==> src/hw/rtl/lsep_pkg.sv <==
// ----------------------------------------------------------------------------
// LSB stego extractor package
// Result kinds, error codes, register indexes and field widths.
// ----------------------------------------------------------------------------
`timescale 1ns / 1ps

package lsep_pkg;

   localparam int PixelW  = 8;
   localparam int ValueW  = 32;
   localparam int MagicW  = 64;
   localparam int MlenW   = 4;
   localparam int KindW   = 2;
   localparam int ErrW    = 2;
   localparam int CsrAddrW = 1;
   localparam int RspDataW = 40;

   typedef enum logic [KindW-1:0] {
      KIND_EXT     = 2'd0,
      KIND_PAYLOAD = 2'd1,
      KIND_SIZE    = 2'd2,
      KIND_ERROR   = 2'd3
   } kind_type;

   typedef enum logic [ErrW-1:0] {
      ERR_MAGIC     = 2'd0,
      ERR_EXT_LEN   = 2'd1,
      ERR_ZERO_SIZE = 2'd2,
      ERR_TRUNCATED = 2'd3
   } err_type;

   typedef enum logic [CsrAddrW-1:0] {
      REG_MAGIC_PATTERN = 1'd0,
      REG_MAGIC_LENGTH  = 1'd1
   } reg_index_type;

endpackage

==> src/hw/rtl/lsb_stego_payload_extractor.sv <==
// The result of an accepted beat, if any, is registered in the output register.
// Throughput: one beat per cycle; req_tready drops only while a result is
// held unconsumed, the output register being the only stage.
// Reset: synchronous, active high; clears the parser to header skip, loads
// the register defaults (magic 0x2A23, length 2) and empties the output.
// ----------------------------------------------------------------------------
// LSB stego payload extractor
// Skips the image header, gathers pixel LSBs into bytes and lengths, checks
// the magic and streams out extension bytes, payload size and payload bytes, or an error.
// ----------------------------------------------------------------------------
`timescale 1ns / 1ps

module lsb_stego_payload_extractor #(
   parameter int HEADER_BYTES  = 54,
   parameter int MAX_EXTENSION = 9
) (
   input  logic                                   clock,
   input  logic                                   reset,
   // req: tdata = pixel_byte[7:0]; tuser = image_start; tlast = image_end
   input  logic                                   req_tvalid,
   output logic                                   req_tready,
   input  logic [lsep_pkg::PixelW-1:0]            req_tdata,
   input  logic                                   req_tuser,
   input  logic                                   req_tlast,
   // rsp: tdata = value[31:0], error_code[33:32], zero pad; tuser = kind
   output logic                                   rsp_tvalid,
   input  logic                                   rsp_tready,
   output logic [lsep_pkg::RspDataW-1:0]          rsp_tdata,
   output logic [lsep_pkg::KindW-1:0]             rsp_tuser,
   output logic                                   rsp_tlast,
   input  logic                                   csr_we,
   input  logic [lsep_pkg::CsrAddrW-1:0]          csr_addr,
   input  logic [lsep_pkg::MagicW-1:0]            csr_wdata
);

   localparam int HdrW = (HEADER_BYTES > 0) ? $clog2(HEADER_BYTES + 1) : 1;

   typedef enum logic [2:0] {
      PH_HEADER,
      PH_MAGIC,
      PH_EXTLEN,
      PH_EXT,
      PH_SIZE,
      PH_PAYLOAD,
      PH_IDLE
   } phase_type;

   phase_type                     phase_ff, phase_in;
   logic [HdrW-1:0]               hdr_cnt_ff, hdr_cnt_in;
   logic [lsep_pkg::ValueW-1:0]   shift_ff, shift_in;
   logic [4:0]                    bit_cnt_ff, bit_cnt_in;
   logic                          mismatch_ff, mismatch_in;
   logic [3:0]                    field_cnt_ff, field_cnt_in;
   logic [lsep_pkg::ValueW-1:0]   remain_ff, remain_in;
   logic [lsep_pkg::MagicW-1:0]   magic_ff, magic_in;
   logic [lsep_pkg::MlenW-1:0]    mlen_ff, mlen_in;

   logic                          rsp_valid_ff, rsp_valid_in;
   lsep_pkg::kind_type            rsp_kind_ff, rsp_kind_in;
   logic [lsep_pkg::ValueW-1:0]   rsp_value_ff, rsp_value_in;
   logic                          rsp_last_ff, rsp_last_in;
   lsep_pkg::err_type             rsp_err_ff, rsp_err_in;

   logic                          accept;

   assign req_tready = !rsp_valid_ff || rsp_tready;
   assign accept     = req_tvalid && req_tready;

   assign rsp_tvalid = rsp_valid_ff;
   assign rsp_tuser  = rsp_kind_ff;
   assign rsp_tlast  = rsp_last_ff;
   assign rsp_tdata  = {{(lsep_pkg::RspDataW - lsep_pkg::ValueW - lsep_pkg::ErrW){1'b0}},
                        rsp_err_ff, rsp_value_ff};

   always_comb begin
      logic                        have;
      lsep_pkg::kind_type          kind;
      lsep_pkg::err_type           err;
      logic [lsep_pkg::ValueW-1:0] val;
      logic                        last;
      logic [lsep_pkg::ValueW-1:0] word;
      logic                        wide;
      logic                        done;
      logic [3:0]                  len;
      logic [3:0]                  fc_inc;
      logic [lsep_pkg::ValueW-1:0] rem_dec;

      magic_in = magic_ff;
      mlen_in  = mlen_ff;
      if (csr_we) begin
         case (csr_addr)
            lsep_pkg::REG_MAGIC_PATTERN: magic_in = csr_wdata;
            lsep_pkg::REG_MAGIC_LENGTH:  mlen_in  = csr_wdata[lsep_pkg::MlenW-1:0];
            default: ;
         endcase
      end

      phase_in     = phase_ff;
      hdr_cnt_in   = hdr_cnt_ff;
      shift_in     = shift_ff;
      bit_cnt_in   = bit_cnt_ff;
      mismatch_in  = mismatch_ff;
      field_cnt_in = field_cnt_ff;
      remain_in    = remain_ff;

      have = 1'b0;
      kind = lsep_pkg::KIND_EXT;
      err  = lsep_pkg::ERR_MAGIC;
      val  = '0;
      last = 1'b0;

      if (req_tuser) begin
         phase_in     = PH_HEADER;
         hdr_cnt_in   = '0;
         shift_in     = '0;
         bit_cnt_in   = '0;
         mismatch_in  = 1'b0;
         field_cnt_in = '0;
         remain_in    = '0;
      end

      len = mlen_ff;
      if (len == 4'd0) len = 4'd1;
      if (len > 4'd8)  len = 4'd8;
      fc_inc  = field_cnt_in + 4'd1;
      rem_dec = remain_in - 32'd1;

      word = shift_in | (32'(req_tdata[0]) << bit_cnt_in);
      wide = (phase_in == PH_EXTLEN) || (phase_in == PH_SIZE);
      done = wide ? (bit_cnt_in == 5'd31) : (bit_cnt_in == 5'd7);

      if (phase_in != PH_IDLE) begin
         if (phase_in == PH_HEADER && hdr_cnt_in < HdrW'(HEADER_BYTES)) begin
            hdr_cnt_in = hdr_cnt_in + HdrW'(1);
         end else if (!done) begin
            if (phase_in == PH_HEADER) phase_in = PH_MAGIC;
            shift_in   = word;
            bit_cnt_in = bit_cnt_in + 5'd1;
         end else begin
            shift_in   = '0;
            bit_cnt_in = '0;
            case (phase_in)
               PH_HEADER, PH_MAGIC: begin
                  // header skip with one-bit fields never ends a field here
                  phase_in = PH_MAGIC;
                  if (word[7:0] != magic_ff[8*field_cnt_in[2:0] +: 8]) mismatch_in = 1'b1;
                  field_cnt_in = fc_inc;
                  if (fc_inc >= len) begin
                     if (mismatch_in) begin
                        have = 1'b1; kind = lsep_pkg::KIND_ERROR;
                        err  = lsep_pkg::ERR_MAGIC;
                        phase_in = PH_IDLE;
                     end else begin
                        phase_in = PH_EXTLEN;
                     end
                  end
               end
               PH_EXTLEN: begin
                  if (word == '0 || word > 32'(MAX_EXTENSION)) begin
                     have = 1'b1; kind = lsep_pkg::KIND_ERROR;
                     err  = lsep_pkg::ERR_EXT_LEN;
                     phase_in = PH_IDLE;
                  end else begin
                     remain_in = word;
                     phase_in  = PH_EXT;
                  end
               end
               PH_EXT: begin
                  have = 1'b1; kind = lsep_pkg::KIND_EXT; val = {24'd0, word[7:0]};
                  remain_in = rem_dec;
                  if (rem_dec == '0) phase_in = PH_SIZE;
               end
               PH_SIZE: begin
                  have = 1'b1;
                  if (word == '0) begin
                     kind = lsep_pkg::KIND_ERROR; err = lsep_pkg::ERR_ZERO_SIZE;
                     phase_in = PH_IDLE;
                  end else begin
                     kind = lsep_pkg::KIND_SIZE; val = word;
                     remain_in = word;
                     phase_in  = PH_PAYLOAD;
                  end
               end
               default: begin
                  have = 1'b1; kind = lsep_pkg::KIND_PAYLOAD; val = {24'd0, word[7:0]};
                  remain_in = rem_dec;
                  if (rem_dec == '0) begin
                     last     = 1'b1;
                     phase_in = PH_IDLE;
                  end
               end
            endcase
         end

         if (req_tlast && phase_in != PH_IDLE) begin
            have = 1'b1; kind = lsep_pkg::KIND_ERROR; err = lsep_pkg::ERR_TRUNCATED;
            phase_in = PH_IDLE;
         end
      end

      if (kind == lsep_pkg::KIND_ERROR) begin
         val  = '0;
         last = 1'b0;
      end else begin
         err = lsep_pkg::ERR_MAGIC;
      end

      rsp_valid_in = rsp_valid_ff && !rsp_tready;
      rsp_kind_in  = rsp_kind_ff;
      rsp_value_in = rsp_value_ff;
      rsp_last_in  = rsp_last_ff;
      rsp_err_in   = rsp_err_ff;
      if (accept) begin
         rsp_valid_in = have;
         rsp_kind_in  = kind;
         rsp_value_in = val;
         rsp_last_in  = last;
         rsp_err_in   = err;
      end
   end

   always_ff @(posedge clock) begin
      if (reset) begin
         phase_ff     <= PH_HEADER;
         hdr_cnt_ff   <= '0;
         shift_ff     <= '0;
         bit_cnt_ff   <= '0;
         mismatch_ff  <= 1'b0;
         field_cnt_ff <= '0;
         remain_ff    <= '0;
         magic_ff     <= 64'd10787;
         mlen_ff      <= 4'd2;
         rsp_valid_ff <= 1'b0;
      end else begin
         if (accept) begin
            phase_ff     <= phase_in;
            hdr_cnt_ff   <= hdr_cnt_in;
            shift_ff     <= shift_in;
            bit_cnt_ff   <= bit_cnt_in;
            mismatch_ff  <= mismatch_in;
            field_cnt_ff <= field_cnt_in;
            remain_ff    <= remain_in;
         end
         magic_ff     <= magic_in;
         mlen_ff      <= mlen_in;
         rsp_valid_ff <= rsp_valid_in;
      end
      rsp_kind_ff  <= rsp_kind_in;
      rsp_value_ff <= rsp_value_in;
      rsp_last_ff  <= rsp_last_in;
      rsp_err_ff   <= rsp_err_in;
   end

endmodule

==> config.mk <==
export PLATFORM = sky130hd
export DESIGN_NAME = lsb_stego_payload_extractor
export DESIGN_NICKNAME = d
export VERILOG_FILES = /design/src/hw/rtl/lsep_pkg.sv /design/src/hw/rtl/lsb_stego_payload_extractor.sv
export SDC_FILE = /design/constraint.sdc
export NUM_CORES = 1
export LEC_CHECK = 0
export BUFFER_PORTS_ARGS = -buffer_cell sky130_fd_sc_hd__buf_2
export CELL_PAD_IN_SITES_DETAIL_PLACEMENT = 0
export CELL_PAD_IN_SITES_GLOBAL_PLACEMENT = 1
export CORE_MARGIN = 3
export CORE_UTILIZATION = 47
export CTS_BUF_LIST = sky130_fd_sc_hd__clkbuf_8 sky130_fd_sc_hd__clkbuf_16
export CTS_CLUSTER_SIZE = 14
export DETAILED_ROUTE_END_ITERATION = 8
export PLACE_DENSITY_LB_ADDON = 0.1
export SYNTH_ARGS = -nofsm -noshare
export SYNTH_HDL_FRONTEND = slang
export SYNTH_SLANG_ARGS = --single-unit
==> constraint.sdc <==
create_clock -name clock -period 9 [get_ports clock]
set_input_delay 1.35 -clock clock [delete_from_list [all_inputs] [get_ports clock]]
set_output_delay 1.35 -clock clock [all_outputs]
set_load 0.005 [all_outputs]
## Word-level counts from Yosys, hierarchy flattened

Cells that the tools add are included.

- Register bits after elaboration: 189
- Input port bits: 80
- Output and inout port bits: 45
- Logic and storage cells: 135

- $add $sub $neg: 4
- Magnitude comparators: 4
- Equal/unequal tests: 10
- Shifts and indexed selects: 2
- Multiplexer cells: 77
- Bitwise gates (word level): 4
- Reduce and logical (&&, ||, !) cells: 20

Operator list:

| cell | count |
|---|---|
| $mux W32 | 11 |
| $pmux W32 S3 | 1 |
| $logic_not A32 Y1 | 2 |
| $pmux W32 S2 | 1 |
| $shiftx A64 B7 Y8 | 1 |
| $mux W3 | 12 |
| $gt A32 B4 Y1 const B | 1 |
| $or A32 B32 Y32 | 1 |
| $shl A1 B5 Y32 | 1 |
| $sub A32 B1 Y32 const B | 1 |
| $mux W4 | 7 |
| $mux W2 | 12 |
| $mux W1 | 22 |
| $mux W5 | 4 |
| $mux W6 | 3 |
| $pmux W3 S4 | 1 |
| $reduce_or A9 Y1 | 1 |
| $ne A8 B8 Y1 | 1 |
| $pmux W2 S4 | 1 |
| $add A6 B1 Y6 const B | 1 |
| $eq A3 B2 Y1 const B | 2 |
| $lt A6 B6 Y1 const B | 1 |
| $ne A3 B3 Y1 const B | 2 |
| $reduce_and A2 Y1 | 3 |
| other kinds (20) | 28 |

## Logic depth before layout (Yosys ltp)

Gate-level depths: netlist of the first run.

- Depth after elaboration: 21
- Depth in mapped cells: 18
- Gate-level depth less buffers: 14

## Worst setup path before layout of the first run

Ideal clock, no wire load.

- Path kind: input port to flip-flop
- From: in req_tuser
- To: reg rsp_value_ff[11] (netlist name) (data pin)
- Library setup time: 0.171 ns
- Arrival: 5.509 ns
- Path slack: 3.320 ns
- Cell stages on the path: 17
- Buffers on the path: 4
- Cell sequence: clkinv_1 -> clkbuf_1 -> clkbuf_1 -> clkbuf_1 -> nand2_1 -> ha_1 -> or4b_2 -> a2111oi_0 -> a31oi_1 -> a2111oi_0 -> and4b_1 -> and4bb_1 -> nor4b_1 -> or3_4 -> o31a_1 -> buf_6 -> nor4_2

- Cells in the longest elaborated chain, start to end: 21

Ends and longest elaborated chain:

| item | line | RTL |
|---|---|---|
| from (decl) | lsb_stego_payload_extractor.sv:23 | `input logic req_tuser,` |
| parallel branches: the longest is 21 deep, another holds $shiftx A64 B7 Y8 | -- |  |
| to (signal assigned) | lsb_stego_payload_extractor.sv:249 | `rsp_value_ff <= rsp_value_in;` |
| to (decl) | lsb_stego_payload_extractor.sv:60 | `logic [lsep_pkg::ValueW-1:0] rsp_value_ff, rsp_value_in;` |

Several ways; the timed one is not identified. The select of a mux whose other input is x is not followed.
A chain may end at the register's enable or synchronous reset.

## Final worst setup path of the first run

- From: in req_tuser
- To: reg rsp_value_ff[28] (netlist name) (data pin)

The elaborated chain is that of the path after synthesis.

==> flow_summary.ini, run 1 <==
[outcome]
status = completed

[sta]
fin_crit_ps = 6392
finalCritPeriodShare_pct = 71.02
slew-limit-headroom_pct = 24.31
hold_viol_final = 0
rsz0062_at_grt = no
finalSetupTns_ps = 0
fin_worst_skew_ps = 17.94
fmax_mhz = 156.5
finalWorstSetupSlack_ps = 2608
report.final.slew_viol_count = 0
finalSetupViolCount = 0
worst_pin_slew_ps = 1132
hold_slack_ps = 451.3

[clock_tree]
postCtsSetupBuffers = 0
htreeDepth = 4
insertion_delay_ps = 450
cts_sinks = 189
cts_root_buffer = clkbuf_16
clock_path_buffers = 2
clkTransAtPathRegs_ps = 80
cts_tree = built
post_cts_resized = 0
cts_buffers = 17
hold_buffers = 0

[synth]
synth_flop_cell = dfxtp_1
synth.avg_cell_area_um2 = 7.944
synth_edf_count = 37
yosys_warnings = 0
synth_cell_types = 82
yosysSeqAreaShare_pct = 38.20
ys_ff_latch = 189
syn_inst = 1369
syn_area_um2 = 10880
synthArstFlopShare_pct = 0

[place]
pre_cts_slack_ps = 2307
dpl.hpwl_um = 23020
dp_cells = 1668
gp_congestion = 0.9243
port_buffers = 111

[critical_path]
path_cells = buf_2, clkinv_1, nand2_1, ha_1, or4b_2, a2111oi_0, a31oi_1, a2111oi_0, and4b_1, and4bb_1, nor4b_1, or3_4, o31a_1, buf_4, nor4b_1
criticalPathCategory = input pin to flip-flop
crit_required_ps = 9250
cp-end-kind = flip-flop
startpoint_type = input pin
cp.arrival_ps = 6640
cp_top_family = simple AND/OR/NAND/NOR gates
rrSetupSlack_ps = 3800
path_buf_inv = 3
cp_slowest_cell = or4b_2
crit_fanout = 32
slowest_delay_ps = 630

[power_and_ir_drop]
power.total_mw = 1.876
switching_power_mw = 0.5350
pwr-share-seq_pct = 48.1
clockPowerShare_pct = 41.7
sw_frac_of_total_pct = 28.51
powerDensity_nw_per_um2 = 155.3
p_leak_nw = 4.436
irDropWorstVdd_uv = 109.9
power_frac_comb_pct = 10.2
p_int_mw = 1.341

[floorplanning]
die_w_um = 158.1
coreArea_um2 = 22710
rows = 55
design.die.area_um2 = 25000
start_util_pct = 47.89
io_pins = 125
die_y_um = 158.1

[layout]
nets = 1490
drive_above_1_share_pct = 16.68
fill_cells = 2232
fin_cells = 1700
areaGrowthSynthToFinish_pct = 11.09
antennaDiodeCount = 0
seq_area_um2 = 4154
multi_input_area_um2 = 6167

[drt]
first_pass_iters = 5
antenna_left = 0
avgViaCountPerCell = 6.094
via_count = 10359
drt_iter0_drc = 851
routedWlPerCell_um = 20.18
wirelength_um = 34300
drc = 0

[global_route]
grt_pass1_wl_um = 54220
grt_remaining_overflow = 0
antenna_found_initial = 0
grt_use_total_pct = 27.44
grt_max_degree = 84
first_global_vias = 9732

[job]
cap_viol_max_count = 0

[worst_hold_path]
worstHoldPathType = flip-flop to flip-flop
==> through the flow <==
step / utilization, % / instance area (um^2)
3_5_place_dp: 50.47 / 11460
4_1_cts: 53.20 / 12080
6_report: 53.20 / 12080
2_1_floorplan: - / 10890
3_3_place_gp: 50.47 / 11460
5_1_grt: 53.20 / 12080
==> worst register-to-register path, delay by kind of cell (launching register included) <==
kind | cells | cell delay (ps)
AO/OA/AOI/OAI | 4 | 1470
adder cells (fa/ha/maj) | 1 | 580
buffers and inverters | 1 | 270
flip-flops | 1 | 430
AND/OR/NAND/NOR | 7 | 2260
==> sequential cells by signal, summed over array words and instances, names as in the netlist <==
register	cells
rsp_tuser	2
bit_cnt_ff	5
rsp_err_ff	2
field_cnt_ff	4
phase_ff	3
rsp_tlast	1
rsp_tvalid	1
mlen_ff	4
shift_ff	32
rsp_value_ff	32
magic_ff	64
mismatch_ff	1
hdr_cnt_ff	6
remain_ff	32
==> layout by cell type (no fill, tap or decap), drive strengths merged, types with 8 or more instances in the layout <==
master / n
nor4: 50
or3: 8
o21ai: 97
nor2b: 22
nand2: 191
or4: 10
nand4: 15
and2: 9
a32oi: 8
a22oi: 30
inv: 24
clkbuf: 18
ha: 8
nor3: 20
o22ai: 18
nand3b: 11
clkinv: 10
dfxtp: 152
a21oi: 152
nand2b: 21
or2: 14
edfxtp: 37
a31oi: 13
xor2: 11
buf: 131
nor2: 140
and3: 13
a211oi: 9
nand3: 22
xnor2: 16
==> final timing paths <==
path,from,end,depth (start not counted)
worst max register to register,remain_ff[0],rsp_value_ff[28],13
worst min register to register,magic_ff[38],magic_ff[38],2
worst min-delay path,magic_ff[38],magic_ff[38],2
worst max-delay path,req_tuser,rsp_value_ff[28],15
==> power groups by stage <==
stage | Sequential (mW) | Combinational, mW | Clock [mW]
3_3_place_gp | 0.921 | 0.189 | 0
3_5_place_dp | 0.922 | 0.190 | 0
6_report | 0.902 | 0.192 | 0.783
2_1_floorplan | 0.917 | 0.128 | 0
4_1_cts | 0.902 | 0.190 | 0.797
5_1_grt | 0.906 | 0.211 | 0.829
==> synthesized netlist by cell type (all sizes together), types with 5 or more instances <==
cell type / count / area share [%]
nand2: 191 / 6.6
a21oi: 152 / 7.0
dfxtp: 152 / 28
nor2: 140 / 4.8
clkbuf: 102 / 3.5
o21ai: 97 / 4.5
nor4: 50 / 4.3
edfxtp: 37 / 10
a22oi: 30 / 2.1
nand3: 22 / 1.0
nor2b: 22 / 1.3
nand2b: 21 / 1.2
buf: 20 / 1.2
nor3: 20 / 0.97
inv: 19 / 0.66
o22ai: 18 / 1.0
xnor2: 16 / 1.3
nand4: 15 / 0.92
or2: 14 / 0.81
a31oi: 13 / 0.75
and3: 13 / 0.75
nand3b: 11 / 0.76
xor2: 11 / 0.89
or4: 10 / 0.72
a211oi: 9 / 0.62
and2: 9 / 0.52
a32oi: 8 / 0.64
ha: 8 / 0.92
or3: 8 / 0.51
a221oi: 7 / 0.56
mux2: 7 / 0.72
mux4: 7 / 1.4
nor4b: 7 / 0.62
o211ai: 7 / 0.48
a21o: 6 / 0.41
a22o: 6 / 0.48
mux2i: 6 / 0.55
nor4bb: 5 / 0.46
o32ai: 5 / 0.40
or3b: 5 / 0.40
==> final cells by class <==
type | instances | area share (%)
flip-flops and latches | 189 | 34.38
clock buffers | 18 | 3.728
clock inverters | 14 | 1.408
multi-input cells | 1043 | 51.05
well taps | 285 | 2.952
inverters | 20 | 0.6214
repair buffers | 131 | 5.862
==> kinds of logic (layout without fill, tap and decap cells) <==
kind of cell             after synthesis  count (layout)  share of synthesized area, %
XOR/XNOR                              27              27                         2.174
buffers and inverters                142             183                         5.361
flip-flops                           189             189                         38.20
multiplexers                          20              20                         2.727
AO/OA/AOI/OAI                        404             404                         22.66
AND/OR/NAND/NOR                      578             578                         27.92
other                                  1               6                       0.03448
adder cells (fa/ha/maj)                8               8                        0.9204
==> routing by layer <==
metal  track usage (%)  part of all wire (%)  routed length (um)  vias to the layer above
li1                  -                     -                   -                     5044
met1             35.93                    44               15180                     4917
met2             45.85                    48               16420                      334
met3             3.882                   4.6                1587                       64
met4             10.82                   3.3                1120                        0
met5                 0                     0                   0                        -
No activity file was read; power rests on OpenSTA's default activity.
==> run 2: changes to the inputs <==
--- a/config.mk
+++ b/config.mk
@@ -5,11 +5,12 @@
 export SDC_FILE = /design/constraint.sdc
 export NUM_CORES = 1
 export LEC_CHECK = 0
+export ABC_AREA = 1
 export BUFFER_PORTS_ARGS = -buffer_cell sky130_fd_sc_hd__buf_2
 export CELL_PAD_IN_SITES_DETAIL_PLACEMENT = 0
 export CELL_PAD_IN_SITES_GLOBAL_PLACEMENT = 1
 export CORE_MARGIN = 3
-export CORE_UTILIZATION = 47
+export CORE_UTILIZATION = 42
 export CTS_BUF_LIST = sky130_fd_sc_hd__clkbuf_8 sky130_fd_sc_hd__clkbuf_16
 export CTS_CLUSTER_SIZE = 14
 export DETAILED_ROUTE_END_ITERATION = 8
==> constraint.sdc (replaced) <==
create_clock -name clock -period 6.3 [get_ports clock]
set_input_delay 0.945 -clock clock [delete_from_list [all_inputs] [get_ports clock]]
set_output_delay 0.945 -clock clock [all_outputs]
set_load 0.005 [all_outputs]
==> run 2 against run 1 <==
Net effect: synthesized cell count grew 26%; register-to-register slack lost 1800 ps; design area grew 3.8%; first-iteration DRC count up 34%; critical endpoint is now rsp_value_ff[11]; largest cell class unchanged; clock-buffer cell count did not move; sequential share of layout area fell by 1.3 points.
==> flow_summary.ini, run 2 <==
[clock_tree]
clock_path_buffers = 2
cts_tree = built
cts_root_buffer = clkbuf_16
hold_buffers = 0
post_cts_resized = 0
clkTransAtPathRegs_ps = 80
postCtsSetupBuffers = 0
cts_sinks = 189
cts_buffers = 17
htreeDepth = 4
insertion_delay_ps = 450

[power_and_ir_drop]
pwr-share-seq_pct = 45.4
p_int_mw = 1.972
power_frac_comb_pct = 15.6
switching_power_mw = 0.9081
p_leak_nw = 5.622
powerDensity_nw_per_um2 = 229.6
clockPowerShare_pct = 39.0
irDropWorstVdd_uv = 138.9
sw_frac_of_total_pct = 31.53

[sta]
finalSetupTns_ps = 0
finalSetupViolCount = 0
fin_worst_skew_ps = 16.65
rsz0062_at_grt = no
finalCritPeriodShare_pct = 78.98
fin_crit_ps = 4975
worst_pin_slew_ps = 1090
report.final.slew_viol_count = 0
hold_viol_final = 0
fmax_mhz = 201.0
slew-limit-headroom_pct = 27.30

[drt]
avgViaCountPerCell = 5.414
drc = 0
antenna_left = 0
wirelength_um = 37150
via_count = 11542
routedWlPerCell_um = 17.42
first_pass_iters = 5
drt_iter0_drc = 1140

[global_route]
grt_max_degree = 94
grt_use_total_pct = 25.84
grt_remaining_overflow = 0
grt_pass1_wl_um = 58940
antenna_found_initial = 0
first_global_vias = 10486

[synth]
synth_cell_types = 50
ys_ff_latch = 189
synth_flop_cell = dfxtp_1
synth_edf_count = 37
synthTopCellsByArea = dfxtp_1, nand2_1, edfxtp_1, nor2_1, o21ai_0
syn_area_um2 = 11250
netlist.area_leader.share_pct = 27.05
synth_common_cells = nand2_1, nor2_1, dfxtp_1, o21ai_0, nand3_1
synthArstFlopShare_pct = 0
yosys_warnings = 0
synth.largest_area_cell = dfxtp_1
yosysSeqAreaShare_pct = 36.93
synth.most_common_cell = nand2_1
syn_inst = 1726
synth.avg_cell_area_um2 = 6.518

[layout]
largest_reg_flops = 64
nets = 1871
fin_util_pct = 47.86
fill_cells = 2845
layout_common_cells = nand2_1, nor2_1, dfxtp_1
largest-register = magic_ff
areaGrowthSynthToFinish_pct = 11.50
mostFrequentLayoutCell = nand2_1
drive_above_1_share_pct = 12.86

[floorplanning]
io_pins = 125
coreArea_um2 = 26210
rows = 59
die_w_um = 169.7
die_y_um = 169.7
design.die.area_um2 = 28780
start_util_pct = 42.93

[critical_path]
cp.arrival_ps = 5160
criticalPathCategory = input pin to flip-flop
crit_required_ps = 6480
startpoint_type = input pin
cp-end-kind = flip-flop
crit_fanout = 55

[job]
cap_viol_max_count = 0

[place]
port_buffers = 111
dpl.hpwl_um = 26590
gp_congestion = 0.9449

[outcome]
status = completed

[worst_hold_path]
worstHoldPathType = flip-flop to flip-flop
-- run 2: changes by cell type in the layout (fill, tap and decap cells not counted), moves of 17 or more --
cell      previous run  this run
nand2_1            191       497
nor2_1             140       263
nand3_1             22       122
inv_1               19       101
o211ai_1             7        45
a21oi_1            151       115
o21ai_0             95       131
a22oi_1             30         1
nor2_2               0        29
nor4_2              25         0
nor4_1              25         1
nor2b_1             21         0
nand2b_1            20         0
o221ai_1             2        19
-- run 2: worst paths after layout --
path,startpoint,end,slack (ps),cells after the start
setup reg to reg,field_cnt_ff[0],rsp_value_ff[11],2000,17
hold / removal,magic_ff[9],magic_ff[9],470,2
setup / recovery,req_tuser,rsp_value_ff[11],1320,19
hold reg to reg,magic_ff[9],magic_ff[9],470,2
-- run 2: layer usage --
layer  vias to the layer above  routed length (um)  track usage [%]
met5                         -                   0                0
met4                         0                 786            7.077
met3                        45                2201            3.471
met2                       357               16820            41.32
met1                      5313               17340            36.73
li1                       5827                   -                -
-- run 2: area by class of cell --
class	instances	area, um^2	area share (%)
inverter	111	416.7	3.322
sequential	189	4154	33.12
multi-input combinational	1338	6259	49.90
tap	335	419.2	3.342
clock inverter	14	161.4	1.287
timing repair buffer	126	680.7	5.426
antenna	1	2.502	0.01995
clock buffer	18	450.4	3.591
-- run 2: through the flow --
step / worst slack, ps / area [um^2] / power [mW] / instances / hold WS [ps]
after floorplan: 2509 / 11270 / 1.635 / 1731 / 424.5
after global placement: 1007 / 11930 / 1.776 / 2099 / 440.7
after detailed placement: 952.3 / 11930 / 1.779 / 2099 / 447.3
after CTS: 1406 / 12540 / 2.900 / 2131 / 466.6
after global routing: 1002 / 12540 / 3.014 / 2131 / 479.5
final: 1325 / 12540 / 2.881 / 2132 / 465.7
-- run 2: power groups by stage --
stage	combinational, mW	sequential, mW	clock, mW
finish	0.449	1.31	1.12
floorplan	0.304	1.33	0
global placement	0.441	1.33	0
detailed placement	0.443	1.34	0
global route	0.505	1.31	1.19
CTS	0.446	1.31	1.15
-- run 2: cell families after synthesis --
family | share of synthesized area, %
simple gates | 36.08
compound gates | 17.88
buf+inv | 7.719
flops | 36.93
fa+ha+maj | 0.8898
xor+xnor | 0.4671
other cells | 0.03333
-- run 2: worst max-delay path, cell delays in order --
cell,delay (ps)
buf_2,230
inv_2,390
buf_12,310
nand2_1,250
nor2_1,340
nand2_1,160
o21bai_1,390
nand3_1,120
nand2_1,80
inv_1,30
nand2_1,50
nor2_1,40
nand3_1,100
nand2_1,100
nand2_1,110
o21ai_1,110
o211ai_4,840
buf_4,390
nor2_1,80
